$ cat src/rtl/bwlp_pkg.sv
// ----------------------------------------------------------------------------
// bwlp_pkg
// Shared types and constants for the fourth-order lowpass biquad cascade.
// ----------------------------------------------------------------------------
package bwlp_pkg;

    // Delay words and section outputs are 32-bit signed words with 8
    // fractional bits in sample units.
    localparam int STATE_W    = 32;
    localparam int STATE_FRAC = 8;
    // d + 2*w0 + w1 needs two guard bits over a delay word.
    localparam int SUM_W      = STATE_W + 2;

    localparam int CFG_ADDR_W = 3;

    // Register indexes on the configuration channel.
    localparam logic [CFG_ADDR_W-1:0] REG_GAIN1 = 3'd0;
    localparam logic [CFG_ADDR_W-1:0] REG_FB11  = 3'd1;
    localparam logic [CFG_ADDR_W-1:0] REG_FB12  = 3'd2;
    localparam logic [CFG_ADDR_W-1:0] REG_FB21  = 3'd3;
    localparam logic [CFG_ADDR_W-1:0] REG_FB22  = 3'd4;

    // Reset values with 16 fractional bits.
    localparam int RST_FRAC  = 16;
    localparam int RST_GAIN1 = 1904;
    localparam int RST_FB11  = -33812;
    localparam int RST_FB12  = 6632;
    localparam int RST_FB21  = -45894;
    localparam int RST_FB22  = 32419;

    typedef enum logic [3:0] {
        ST_IDLE,
        ST_S1_A1,
        ST_S1_A2,
        ST_S1_ACC,
        ST_S1_D,
        ST_S1_SUM,
        ST_S1_GAIN,
        ST_S1_Y,
        ST_S2_A1,
        ST_S2_A2,
        ST_S2_ACC,
        ST_S2_D,
        ST_S2_SUM,
        ST_OUT
    } state_t;

    typedef enum logic [1:0] {
        MUL_FB1,
        MUL_FB2,
        MUL_GAIN
    } mul_sel_t;

    typedef enum logic [1:0] {
        ACC_HOLD,
        ACC_LOAD,
        ACC_SUB
    } acc_op_t;

    typedef struct packed {
        logic     idle;
        mul_sel_t mul_sel;
        acc_op_t  acc_op;
        logic     sec;
        logic     d_load;
        logic     sum_load;
        logic     y_load;
        logic     out_load;
    } ctrl_t;

endpackage

$ cat src/rtl/butterworth_lowpass_biquad_cascade.sv
// ----------------------------------------------------------------------------
// butterworth_lowpass_biquad_cascade
// Fourth-order lowpass: two direct-form-II biquads on one shared multiplier.
// ----------------------------------------------------------------------------
// Usage:
// The slave stream (s_tvalid, s_tready, s_tdata) takes one signed sample per
// item. The master stream (m_tvalid, m_tready, m_tdata, m_tuser) returns one
// item per sample: the input sample echoed, the filtered sample and a clip
// flag that is set when any delay word, section output or the final sample
// saturated.
// Each sample walks through a 13-step sequence around one multiplier and one
// accumulator: two feedback products per section and the first section's
// gain product, plus rounding, saturation and delay-line updates. The result
// enters the output register in the last step; from acceptance s_tready
// stays low until the sequence is back in idle, so no new sample is taken
// while one is in flight. The single multiplier sets the sequence length.
// The output register parts the two sides: a finished result may wait there
// while the next sample is being accepted and filtered. If the receiver
// keeps m_tready low, the sequence holds in its last step until the register
// frees, and then returns to idle.
// Reset clears all four delay words and loads the default coefficients. The
// configuration channel (cfg_valid, cfg_ready, cfg_addr, cfg_data) is always
// ready; writes to indexes beyond the five coefficients are dropped.
// ----------------------------------------------------------------------------
module butterworth_lowpass_biquad_cascade
    import bwlp_pkg::*;
#(
    parameter int SAMPLE_BITS    = 16,
    parameter int COEF_FRAC_BITS = 16
)
(
    input  logic                                  clk,
    input  logic                                  rst_n,
    // Slave stream. s_tdata: sample_in.
    input  logic                                  s_tvalid,
    output logic                                  s_tready,
    input  logic [((SAMPLE_BITS+7)/8)*8-1:0]      s_tdata,
    // Master stream. m_tdata: raw_echo, filtered_out. m_tuser: clipped.
    output logic                                  m_tvalid,
    input  logic                                  m_tready,
    output logic [((2*SAMPLE_BITS+7)/8)*8-1:0]    m_tdata,
    output logic                                  m_tuser,
    // Configuration write channel.
    input  logic                                  cfg_valid,
    output logic                                  cfg_ready,
    input  logic [CFG_ADDR_W-1:0]                 cfg_addr,
    input  logic [COEF_FRAC_BITS+3:0]             cfg_data
);

    localparam int COEF_BITS   = COEF_FRAC_BITS + 4;
    localparam int PROD_W      = COEF_BITS + SUM_W;
    localparam int ACC_W       = PROD_W + 2;
    localparam int OUT_TDATA_W = ((2*SAMPLE_BITS+7)/8)*8;
    localparam int COEF_UP     = (COEF_FRAC_BITS >= RST_FRAC) ? COEF_FRAC_BITS - RST_FRAC : 0;
    localparam int COEF_DN     = (COEF_FRAC_BITS < RST_FRAC) ? RST_FRAC - COEF_FRAC_BITS : 0;
    localparam int Y2R_W       = STATE_W + 1;

    localparam logic signed [COEF_BITS-1:0] GAIN1_RST = COEF_BITS'((RST_GAIN1 <<< COEF_UP) >>> COEF_DN);
    localparam logic signed [COEF_BITS-1:0] FB11_RST  = COEF_BITS'((RST_FB11 <<< COEF_UP) >>> COEF_DN);
    localparam logic signed [COEF_BITS-1:0] FB12_RST  = COEF_BITS'((RST_FB12 <<< COEF_UP) >>> COEF_DN);
    localparam logic signed [COEF_BITS-1:0] FB21_RST  = COEF_BITS'((RST_FB21 <<< COEF_UP) >>> COEF_DN);
    localparam logic signed [COEF_BITS-1:0] FB22_RST  = COEF_BITS'((RST_FB22 <<< COEF_UP) >>> COEF_DN);

    localparam logic signed [ACC_W-1:0]   RND_HALF  = ACC_W'(1) <<< (COEF_FRAC_BITS - 1);
    localparam logic signed [Y2R_W-1:0]   OUT_HALF  = Y2R_W'(1) <<< (STATE_FRAC - 1);
    localparam logic [STATE_W-1:0]        WORD_MAX  = {1'b0, {(STATE_W-1){1'b1}}};
    localparam logic [STATE_W-1:0]        WORD_MIN  = {1'b1, {(STATE_W-1){1'b0}}};
    localparam logic [SAMPLE_BITS-1:0]    SMP_MAX   = {1'b0, {(SAMPLE_BITS-1){1'b1}}};
    localparam logic [SAMPLE_BITS-1:0]    SMP_MIN   = {1'b1, {(SAMPLE_BITS-1){1'b0}}};

    ctrl_t ctrl;
    logic  take;
    logic  out_free;

    // Coefficient registers.
    logic signed [COEF_BITS-1:0] gain1_reg;
    logic signed [COEF_BITS-1:0] fb11_reg;
    logic signed [COEF_BITS-1:0] fb12_reg;
    logic signed [COEF_BITS-1:0] fb21_reg;
    logic signed [COEF_BITS-1:0] fb22_reg;

    // Delay lines of both sections.
    logic signed [STATE_W-1:0] w0_reg;
    logic signed [STATE_W-1:0] w1_reg;
    logic signed [STATE_W-1:0] v0_reg;
    logic signed [STATE_W-1:0] v1_reg;

    // Working registers.
    logic signed [STATE_W-1:0]     x_reg;
    logic signed [STATE_W-1:0]     d_reg;
    logic signed [SUM_W-1:0]       sum_reg;
    logic        [SAMPLE_BITS-1:0] raw_reg;
    logic                          clip_reg;

    // Output register.
    logic                   m_valid_reg;
    logic [SAMPLE_BITS-1:0] raw_out_reg;
    logic [SAMPLE_BITS-1:0] filt_out_reg;
    logic                   clip_out_reg;

    // Datapath signals.
    logic signed [STATE_W-1:0]   dl0;
    logic signed [STATE_W-1:0]   dl1;
    logic signed [COEF_BITS-1:0] op_a;
    logic signed [SUM_W-1:0]     op_b;
    logic signed [ACC_W-1:0]     load_val;
    logic signed [PROD_W-1:0]    prod;
    logic signed [ACC_W-1:0]     acc;
    logic signed [SUM_W-1:0]     sum_next;
    logic signed [ACC_W-1:0]     rnd_src;
    logic signed [ACC_W-1:0]     rnd;
    logic                        rnd_fits;
    logic signed [STATE_W-1:0]   rnd_sat;
    logic                        y2_fits;
    logic signed [STATE_W-1:0]   y2;
    logic signed [Y2R_W-1:0]     y2r;
    logic                        res_fits;
    logic [SAMPLE_BITS-1:0]      res;

    bwlp_ctrl u_ctrl
    (
        .clk      (clk),
        .rst_n    (rst_n),
        .start    (take),
        .out_free (out_free),
        .ctrl     (ctrl)
    );

    bwlp_mac #(
        .COEF_BITS (COEF_BITS),
        .OPB_W     (SUM_W),
        .ACC_W     (ACC_W)
    ) u_mac
    (
        .clk      (clk),
        .op_a     (op_a),
        .op_b     (op_b),
        .acc_op   (ctrl.acc_op),
        .load_val (load_val),
        .prod     (prod),
        .acc      (acc)
    );

    assign s_tready  = ctrl.idle;
    assign take      = s_tvalid && ctrl.idle;
    assign out_free  = !m_valid_reg || m_tready;
    assign cfg_ready = 1'b1;

    // Configuration writes.
    always_ff @(posedge clk or negedge rst_n)
    begin
        if (!rst_n)
        begin
            gain1_reg <= GAIN1_RST;
            fb11_reg  <= FB11_RST;
            fb12_reg  <= FB12_RST;
            fb21_reg  <= FB21_RST;
            fb22_reg  <= FB22_RST;
        end
        else if (cfg_valid)
        begin
            case (cfg_addr)
                REG_GAIN1: gain1_reg <= cfg_data;
                REG_FB11:  fb11_reg  <= cfg_data;
                REG_FB12:  fb12_reg  <= cfg_data;
                REG_FB21:  fb21_reg  <= cfg_data;
                REG_FB22:  fb22_reg  <= cfg_data;
                default:   gain1_reg <= gain1_reg;
            endcase
        end
    end

    // The section bit picks which delay line feeds the multiplier and the sum.
    assign dl0 = ctrl.sec ? v0_reg : w0_reg;
    assign dl1 = ctrl.sec ? v1_reg : w1_reg;

    always_comb
    begin
        case (ctrl.mul_sel)
            MUL_FB1:
            begin
                op_a = ctrl.sec ? fb21_reg : fb11_reg;
                op_b = SUM_W'(dl0);
            end
            MUL_FB2:
            begin
                op_a = ctrl.sec ? fb22_reg : fb12_reg;
                op_b = SUM_W'(dl1);
            end
            MUL_GAIN:
            begin
                op_a = gain1_reg;
                op_b = sum_reg;
            end
            default:
            begin
                op_a = '0;
                op_b = '0;
            end
        endcase
    end

    // The section input is scaled up to the coefficient format before the
    // feedback products are taken off.
    assign load_val = ACC_W'(x_reg) <<< COEF_FRAC_BITS;

    assign sum_next = SUM_W'(d_reg) + (SUM_W'(dl0) <<< 1) + SUM_W'(dl1);

    // One round-half-up and 32-bit saturation path serves both the feedback
    // sum and the first section's gain product.
    assign rnd_src  = ctrl.y_load ? ACC_W'(prod) : acc;
    assign rnd      = (rnd_src + RND_HALF) >>> COEF_FRAC_BITS;
    assign rnd_fits = (&rnd[ACC_W-1:STATE_W-1]) || !(|rnd[ACC_W-1:STATE_W-1]);
    assign rnd_sat  = rnd_fits ? rnd[STATE_W-1:0] : (rnd[ACC_W-1] ? WORD_MIN : WORD_MAX);

    // Final stage: saturate the second section output, round to a sample.
    assign y2_fits  = (&sum_reg[SUM_W-1:STATE_W-1]) || !(|sum_reg[SUM_W-1:STATE_W-1]);
    assign y2       = y2_fits ? sum_reg[STATE_W-1:0] : (sum_reg[SUM_W-1] ? WORD_MIN : WORD_MAX);
    assign y2r      = (Y2R_W'(y2) + OUT_HALF) >>> STATE_FRAC;
    assign res_fits = (&y2r[Y2R_W-1:SAMPLE_BITS-1]) || !(|y2r[Y2R_W-1:SAMPLE_BITS-1]);
    assign res      = res_fits ? y2r[SAMPLE_BITS-1:0] : (y2r[Y2R_W-1] ? SMP_MIN : SMP_MAX);

    // Delay lines are cleared by reset.
    always_ff @(posedge clk or negedge rst_n)
    begin
        if (!rst_n)
        begin
            w0_reg <= '0;
            w1_reg <= '0;
            v0_reg <= '0;
            v1_reg <= '0;
        end
        else if (ctrl.sum_load)
        begin
            if (ctrl.sec)
            begin
                v1_reg <= v0_reg;
                v0_reg <= d_reg;
            end
            else
            begin
                w1_reg <= w0_reg;
                w0_reg <= d_reg;
            end
        end
    end

    // Working registers of the sequence.
    always_ff @(posedge clk)
    begin
        if (take)
        begin
            raw_reg  <= s_tdata[SAMPLE_BITS-1:0];
            x_reg    <= STATE_W'($signed(s_tdata[SAMPLE_BITS-1:0])) <<< STATE_FRAC;
            clip_reg <= 1'b0;
        end
        else if (ctrl.y_load)
        begin
            x_reg    <= rnd_sat;
            clip_reg <= clip_reg || !rnd_fits;
        end
        else if (ctrl.d_load)
        begin
            clip_reg <= clip_reg || !rnd_fits;
        end
        if (ctrl.d_load)
        begin
            d_reg <= rnd_sat;
        end
        if (ctrl.sum_load)
        begin
            sum_reg <= sum_next;
        end
    end

    // Output register.
    always_ff @(posedge clk or negedge rst_n)
    begin
        if (!rst_n)
        begin
            m_valid_reg <= 1'b0;
        end
        else if (ctrl.out_load)
        begin
            m_valid_reg <= 1'b1;
        end
        else if (m_tready)
        begin
            m_valid_reg <= 1'b0;
        end
    end

    always_ff @(posedge clk)
    begin
        if (ctrl.out_load)
        begin
            raw_out_reg  <= raw_reg;
            filt_out_reg <= res;
            clip_out_reg <= clip_reg || !y2_fits || !res_fits;
        end
    end

    assign m_tvalid = m_valid_reg;
    assign m_tdata  = OUT_TDATA_W'({filt_out_reg, raw_out_reg});
    assign m_tuser  = clip_out_reg;

endmodule

$ cat src/rtl/bwlp_mac.sv
// ----------------------------------------------------------------------------
// bwlp_mac
// Shared multiplier with a registered product and a subtracting accumulator.
// ----------------------------------------------------------------------------
module bwlp_mac
    import bwlp_pkg::*;
#(
    parameter int COEF_BITS = 20,
    parameter int OPB_W     = 34,
    parameter int ACC_W     = 56
)
(
    input  logic                                clk,
    input  logic signed [COEF_BITS-1:0]         op_a,
    input  logic signed [OPB_W-1:0]             op_b,
    input  acc_op_t                             acc_op,
    input  logic signed [ACC_W-1:0]             load_val,
    output logic signed [COEF_BITS+OPB_W-1:0]   prod,
    output logic signed [ACC_W-1:0]             acc
);

    logic signed [COEF_BITS+OPB_W-1:0] prod_reg;
    logic signed [ACC_W-1:0]           acc_reg;
    logic signed [ACC_W-1:0]           acc_next;

    always_comb
    begin
        case (acc_op)
            ACC_LOAD: acc_next = load_val;
            ACC_SUB:  acc_next = acc_reg - ACC_W'(prod_reg);
            default:  acc_next = acc_reg;
        endcase
    end

    always_ff @(posedge clk)
    begin
        prod_reg <= op_a * op_b;
        acc_reg  <= acc_next;
    end

    assign prod = prod_reg;
    assign acc  = acc_reg;

endmodule

$ cat src/rtl/bwlp_ctrl.sv
// ----------------------------------------------------------------------------
// bwlp_ctrl
// Sequencer that walks both biquad sections through the shared multiplier.
// ----------------------------------------------------------------------------
module bwlp_ctrl
    import bwlp_pkg::*;
(
    input  logic  clk,
    input  logic  rst_n,
    input  logic  start,
    input  logic  out_free,
    output ctrl_t ctrl
);

    state_t state_reg;
    state_t state_next;

    always_ff @(posedge clk or negedge rst_n)
    begin
        if (!rst_n)
        begin
            state_reg <= ST_IDLE;
        end
        else
        begin
            state_reg <= state_next;
        end
    end

    always_comb
    begin
        case (state_reg)
            ST_IDLE:    state_next = start ? ST_S1_A1 : ST_IDLE;
            ST_S1_A1:   state_next = ST_S1_A2;
            ST_S1_A2:   state_next = ST_S1_ACC;
            ST_S1_ACC:  state_next = ST_S1_D;
            ST_S1_D:    state_next = ST_S1_SUM;
            ST_S1_SUM:  state_next = ST_S1_GAIN;
            ST_S1_GAIN: state_next = ST_S1_Y;
            ST_S1_Y:    state_next = ST_S2_A1;
            ST_S2_A1:   state_next = ST_S2_A2;
            ST_S2_A2:   state_next = ST_S2_ACC;
            ST_S2_ACC:  state_next = ST_S2_D;
            ST_S2_D:    state_next = ST_S2_SUM;
            ST_S2_SUM:  state_next = ST_OUT;
            ST_OUT:     state_next = out_free ? ST_IDLE : ST_OUT;
            default:    state_next = ST_IDLE;
        endcase
    end

    always_comb
    begin
        ctrl          = '0;
        ctrl.mul_sel  = MUL_FB1;
        ctrl.acc_op   = ACC_HOLD;
        case (state_reg)
            ST_IDLE:    ctrl.idle = 1'b1;
            ST_S1_A1:   ctrl.acc_op = ACC_LOAD;
            ST_S1_A2:
            begin
                ctrl.mul_sel = MUL_FB2;
                ctrl.acc_op  = ACC_SUB;
            end
            ST_S1_ACC:  ctrl.acc_op = ACC_SUB;
            ST_S1_D:    ctrl.d_load = 1'b1;
            ST_S1_SUM:  ctrl.sum_load = 1'b1;
            ST_S1_GAIN: ctrl.mul_sel = MUL_GAIN;
            ST_S1_Y:    ctrl.y_load = 1'b1;
            ST_S2_A1:
            begin
                ctrl.sec    = 1'b1;
                ctrl.acc_op = ACC_LOAD;
            end
            ST_S2_A2:
            begin
                ctrl.sec     = 1'b1;
                ctrl.mul_sel = MUL_FB2;
                ctrl.acc_op  = ACC_SUB;
            end
            ST_S2_ACC:
            begin
                ctrl.sec    = 1'b1;
                ctrl.acc_op = ACC_SUB;
            end
            ST_S2_D:
            begin
                ctrl.sec    = 1'b1;
                ctrl.d_load = 1'b1;
            end
            ST_S2_SUM:
            begin
                ctrl.sec      = 1'b1;
                ctrl.sum_load = 1'b1;
            end
            ST_OUT:     ctrl.out_load = out_free;
            default:    ctrl.idle = 1'b0;
        endcase
    end

endmodule

$ cat config.mk
export PLATFORM = sky130hd
export DESIGN_NAME = butterworth_lowpass_biquad_cascade
export DESIGN_NICKNAME = d
export VERILOG_FILES = /design/src/rtl/bwlp_pkg.sv /design/src/rtl/butterworth_lowpass_biquad_cascade.sv /design/src/rtl/bwlp_mac.sv /design/src/rtl/bwlp_ctrl.sv
export SDC_FILE = /design/constraint.sdc
export NUM_CORES = 2
export LEC_CHECK = 0
export BUFFER_PORTS_ARGS = -buffer_cell sky130_fd_sc_hd__buf_2
export CAP_MARGIN = 15
export CORE_UTILIZATION = 45
export CTS_CLUSTER_SIZE = 28
export DETAILED_ROUTE_END_ITERATION = 10
export GPL_ROUTABILITY_DRIVEN = 0
export SETUP_SLACK_MARGIN = 0.2
export SLEW_MARGIN = 20
export SYNTH_ARGS = -nofsm -noshare
export SYNTH_HDL_FRONTEND = slang
export SYNTH_SLANG_ARGS = --single-unit
$ cat constraint.sdc
create_clock -name clk -period 9 [get_ports clk]
set_input_delay 2.25 -clock clk [delete_from_list [all_inputs] [get_ports clk]]
set_output_delay 2.25 -clock clk [all_outputs]
set_load 0.03 [all_outputs]
==> summary.md <==
| Metric | Value |
|---|---|
| Vias per inst | 5.465 |
| Initial Utilization | 45.41% |
| Max-Slew Margin vs Limit | 20.35% |
| Netlist cell types | 79 |
| Chip height | 339.2 um |
| Worst Clk Skew | 32.46 ps |
| Largest register FFs | 56 |
| Hold WC Path Type | reg -> reg |
| Clock buffer count from CTS | 58 |
| Register area | 13010 um^2 |
| Most common cell after layout, fill and taps aside | inv_1 |
| Grt ovf | 0 |
| Crit path top cell by count | fa_1 |
| CTS H-tree lvls | 2 |
| Drt drc | 0 |
| Clock Latency Late Sink | 670 ps |
| Final worst setup slack | 237.0 ps |
| Rows | 123 |
| Top post-synthesis cells by area | fa_1 28%, edfxtp_1 11%, dfrtp_1 9.0% |
| Nets | 6685 |
| Crit Path Max Fanout | 7 |
| Die area | 115000 um^2 |
| Final Hold Fails | 0 |
| Routed wire per std cell | 21.53 um |
| Critical Path AT | 9350 ps |
| Crit Path Category | reg -> reg |
| Synthesized instance count | 5396 |
| Post-synthesis simple-gate area fraction | 12.20% |
| Synth Area per Inst | 9.480 um^2 |
| Initial antenna violation count | 3 |
| Measured slew at the worst slew-check pin | 1187 ps |
| Crit start category | flip-flop |
| Number of global-route vias before repair | 40000 |
| Pre-CTS setup slack | -212.5 ps |
| WL final | 156300 um |
| Area leader, netlist | fa_1 |
| Fraction of the mapped netlist area in adder cells | 33.16% |
| Setup TNS | 0 ps |
| Syn Std Cell Area | 51150 um^2 |
| Post-synth EDFFs | 195 |
| Area of the multi-input gates | 34840 um^2 |
| Core Area | 112700 um^2 |
| Clock sink total | 491 |
| Die W | 339.2 um |
| Io pins | 80 |
| Final setup viols | 0 |
| Worst path slowest cell | fa_1 |
| Max Cap Violations | 0 |
| Final Util | 52.88% |
| Post-route minimum period | 8763 ps |
| CP Capture Type | flip-flop |
| DP HPWL | 123700 um |
| YS warnings | 0 |
| DRT iter0 DRCs | 3207 |
| First-pass GRT wire length | 238800 um |
| Post-DRT Antenna Nets | 0 |
| Hold_buf cts | 0 |
| RSZ-0062 raised after global routing | yes |
| Async SR Flop Fraction | 47.45% |
| Diode count | 0 |
| Max-slew violations | 0 |
| Top achievable clock speed | 114.1 MHz |
| Root Buffer | clkbuf_16 |
| Syn_nets | 6372 |
| Flops & latches, synth | 491 |
| GRT Resource Usage Total | 27.11% |
| # port buffers | 78 |
| Crit-path max cell delay | 580 ps |
| Ys flop type | edfxtp_1 |
| Data required time of the worst path | 9580 ps |
| DR vias | 39660 |
| Pin count of the biggest net entering global routing | 151 |
| Share of the synthesized area in the top cell type | 27.63% |
| Mux cell area share after synthesis | 7.211% |
| TritonCTS clock tree | yes |
| Register area share after synthesis | 25.43% |
| Largest family of logic cells by synthesized area | adder cells |
| Layout area overhead | 16.46% |
| CTS clock-pin slew for the worst setup and hold paths | 70 ps |
| Fin crit share | 97.37% |
| FILL cells | 10210 |
| Ratio of cells with drive above 1 in the final layout | 19.02% |
| Compound-cell area share of the yosys netlist | 9.676% |
| Clk buf depth | 3 |
| Commonest non-fill, non-tap cells in the layout | 964 x inv_1, 702 x fa_1, 641 x nand2_1, 494 x nor2_1, 331 x buf_4 |
| Status | completed |
| Fraction of synthesized cell area in xor and xnor cells | 3.424% |
| Pre-antenna DRT Iters | 5 |
==> metrics by stage <==
stage          instance area [um^2]  hold slack (ps)  std cells
2_1_floorplan                 51240            400.3       5396
6_report                      59570            412.6       7258
4_1_cts                       58030            413.2       7202
3_5_place_dp                  55820            404.5       7086
3_3_place_gp                  55820            402.6       7086
5_1_grt                       59570            419.5       7258
==> worst paths after layout <==
path                                  endpoint                 from  slack (ps)  cells past startpoint
worst min register to register  raw_out_reg[8]           raw_reg[8]         410                      0
worst max register to register  u_mac.prod[40]  u_ctrl.state_reg[1]         240                     33
worst max-delay path            u_mac.prod[40]  u_ctrl.state_reg[1]         240                     33
min in group asynchronous          fb22_reg[3]                rst_n        1590                      1
worst min-delay path            raw_out_reg[8]           raw_reg[8]         410                      0
max in group asynchronous            v0_reg[8]                rst_n        6070                      2
==> synthesized netlist by cell type (all sizes together), types with 63 or more instances <==
library cell and instances:
edfxtp 195, nand2 645, fa 706, clkbuf 207, inv 968, o21ai 144, a21o 80, xnor2 141
dfxtp 63, nor2 507, a21oi 260, mux2 260, dfrtp 183, ha 226, mux2i 76
==> cell families (layout without fill, tap and decap cells) <==
family	Yosys count	in the layout
and+or+nand+nor	1465	1465
buffers and inverters	1202	1564
adders and majority gates	932	932
AOI/OAI and AO/OA	769	769
DFF	491	491
muxes	336	336
xor gates and xnor gates	200	200
other	1	1
==> per-layer routing <==
metal | wire [um] | vias to the layer above | part of all wire, % | GRT usage [%]
met3 | 11460 | 245 | 7.3 | 3.881
met4 | 5385 | 0 | 3.4 | 8.380
met5 | 0 | - | 0 | 0
li1 | - | 17910 | - | -
met2 | 75080 | 1401 | 48 | 44.76
met1 | 64360 | 20100 | 41 | 36.90
==> area by class of cell <==
type | count | share of cell area, %
Timing Repair Buffer | 486 | 7.095
Clock buffer | 69 | 2.623
Clock inverter | 40 | 0.7078
Tap cell | 1500 | 3.151
Sequential cell | 491 | 21.84
Inverter | 969 | 6.106
Multi-Input combinational cell | 3703 | 58.48
==> worst max-delay path, delay by kind of cell, from the launching register on <==
kind                     cells  cell delay, ps
adder cells (fa/ha/maj)      8            3830
buffers and inverters        8             970
AND/OR/NAND/NOR              4             870
flip-flops                   1             410
multiplexers                 1             200
AO/OA/AOI/OAI               11            2190
XOR/XNOR                     1             150
==> timing repair <==
| action | CTS | global route |
|---|---|---|
| gates cloned | 1 | 5 |
| gates resized for setup | 31 | 190 |
| endpoints found under the setup margin | 21 | 21 |
| setup buffers | 6 | 51 |
| pin swaps | 7 | 79 |
Power is left out: the tool's default activity adds up to more than one toggle a clock period on the data nets, which glitch-free logic cannot reach.
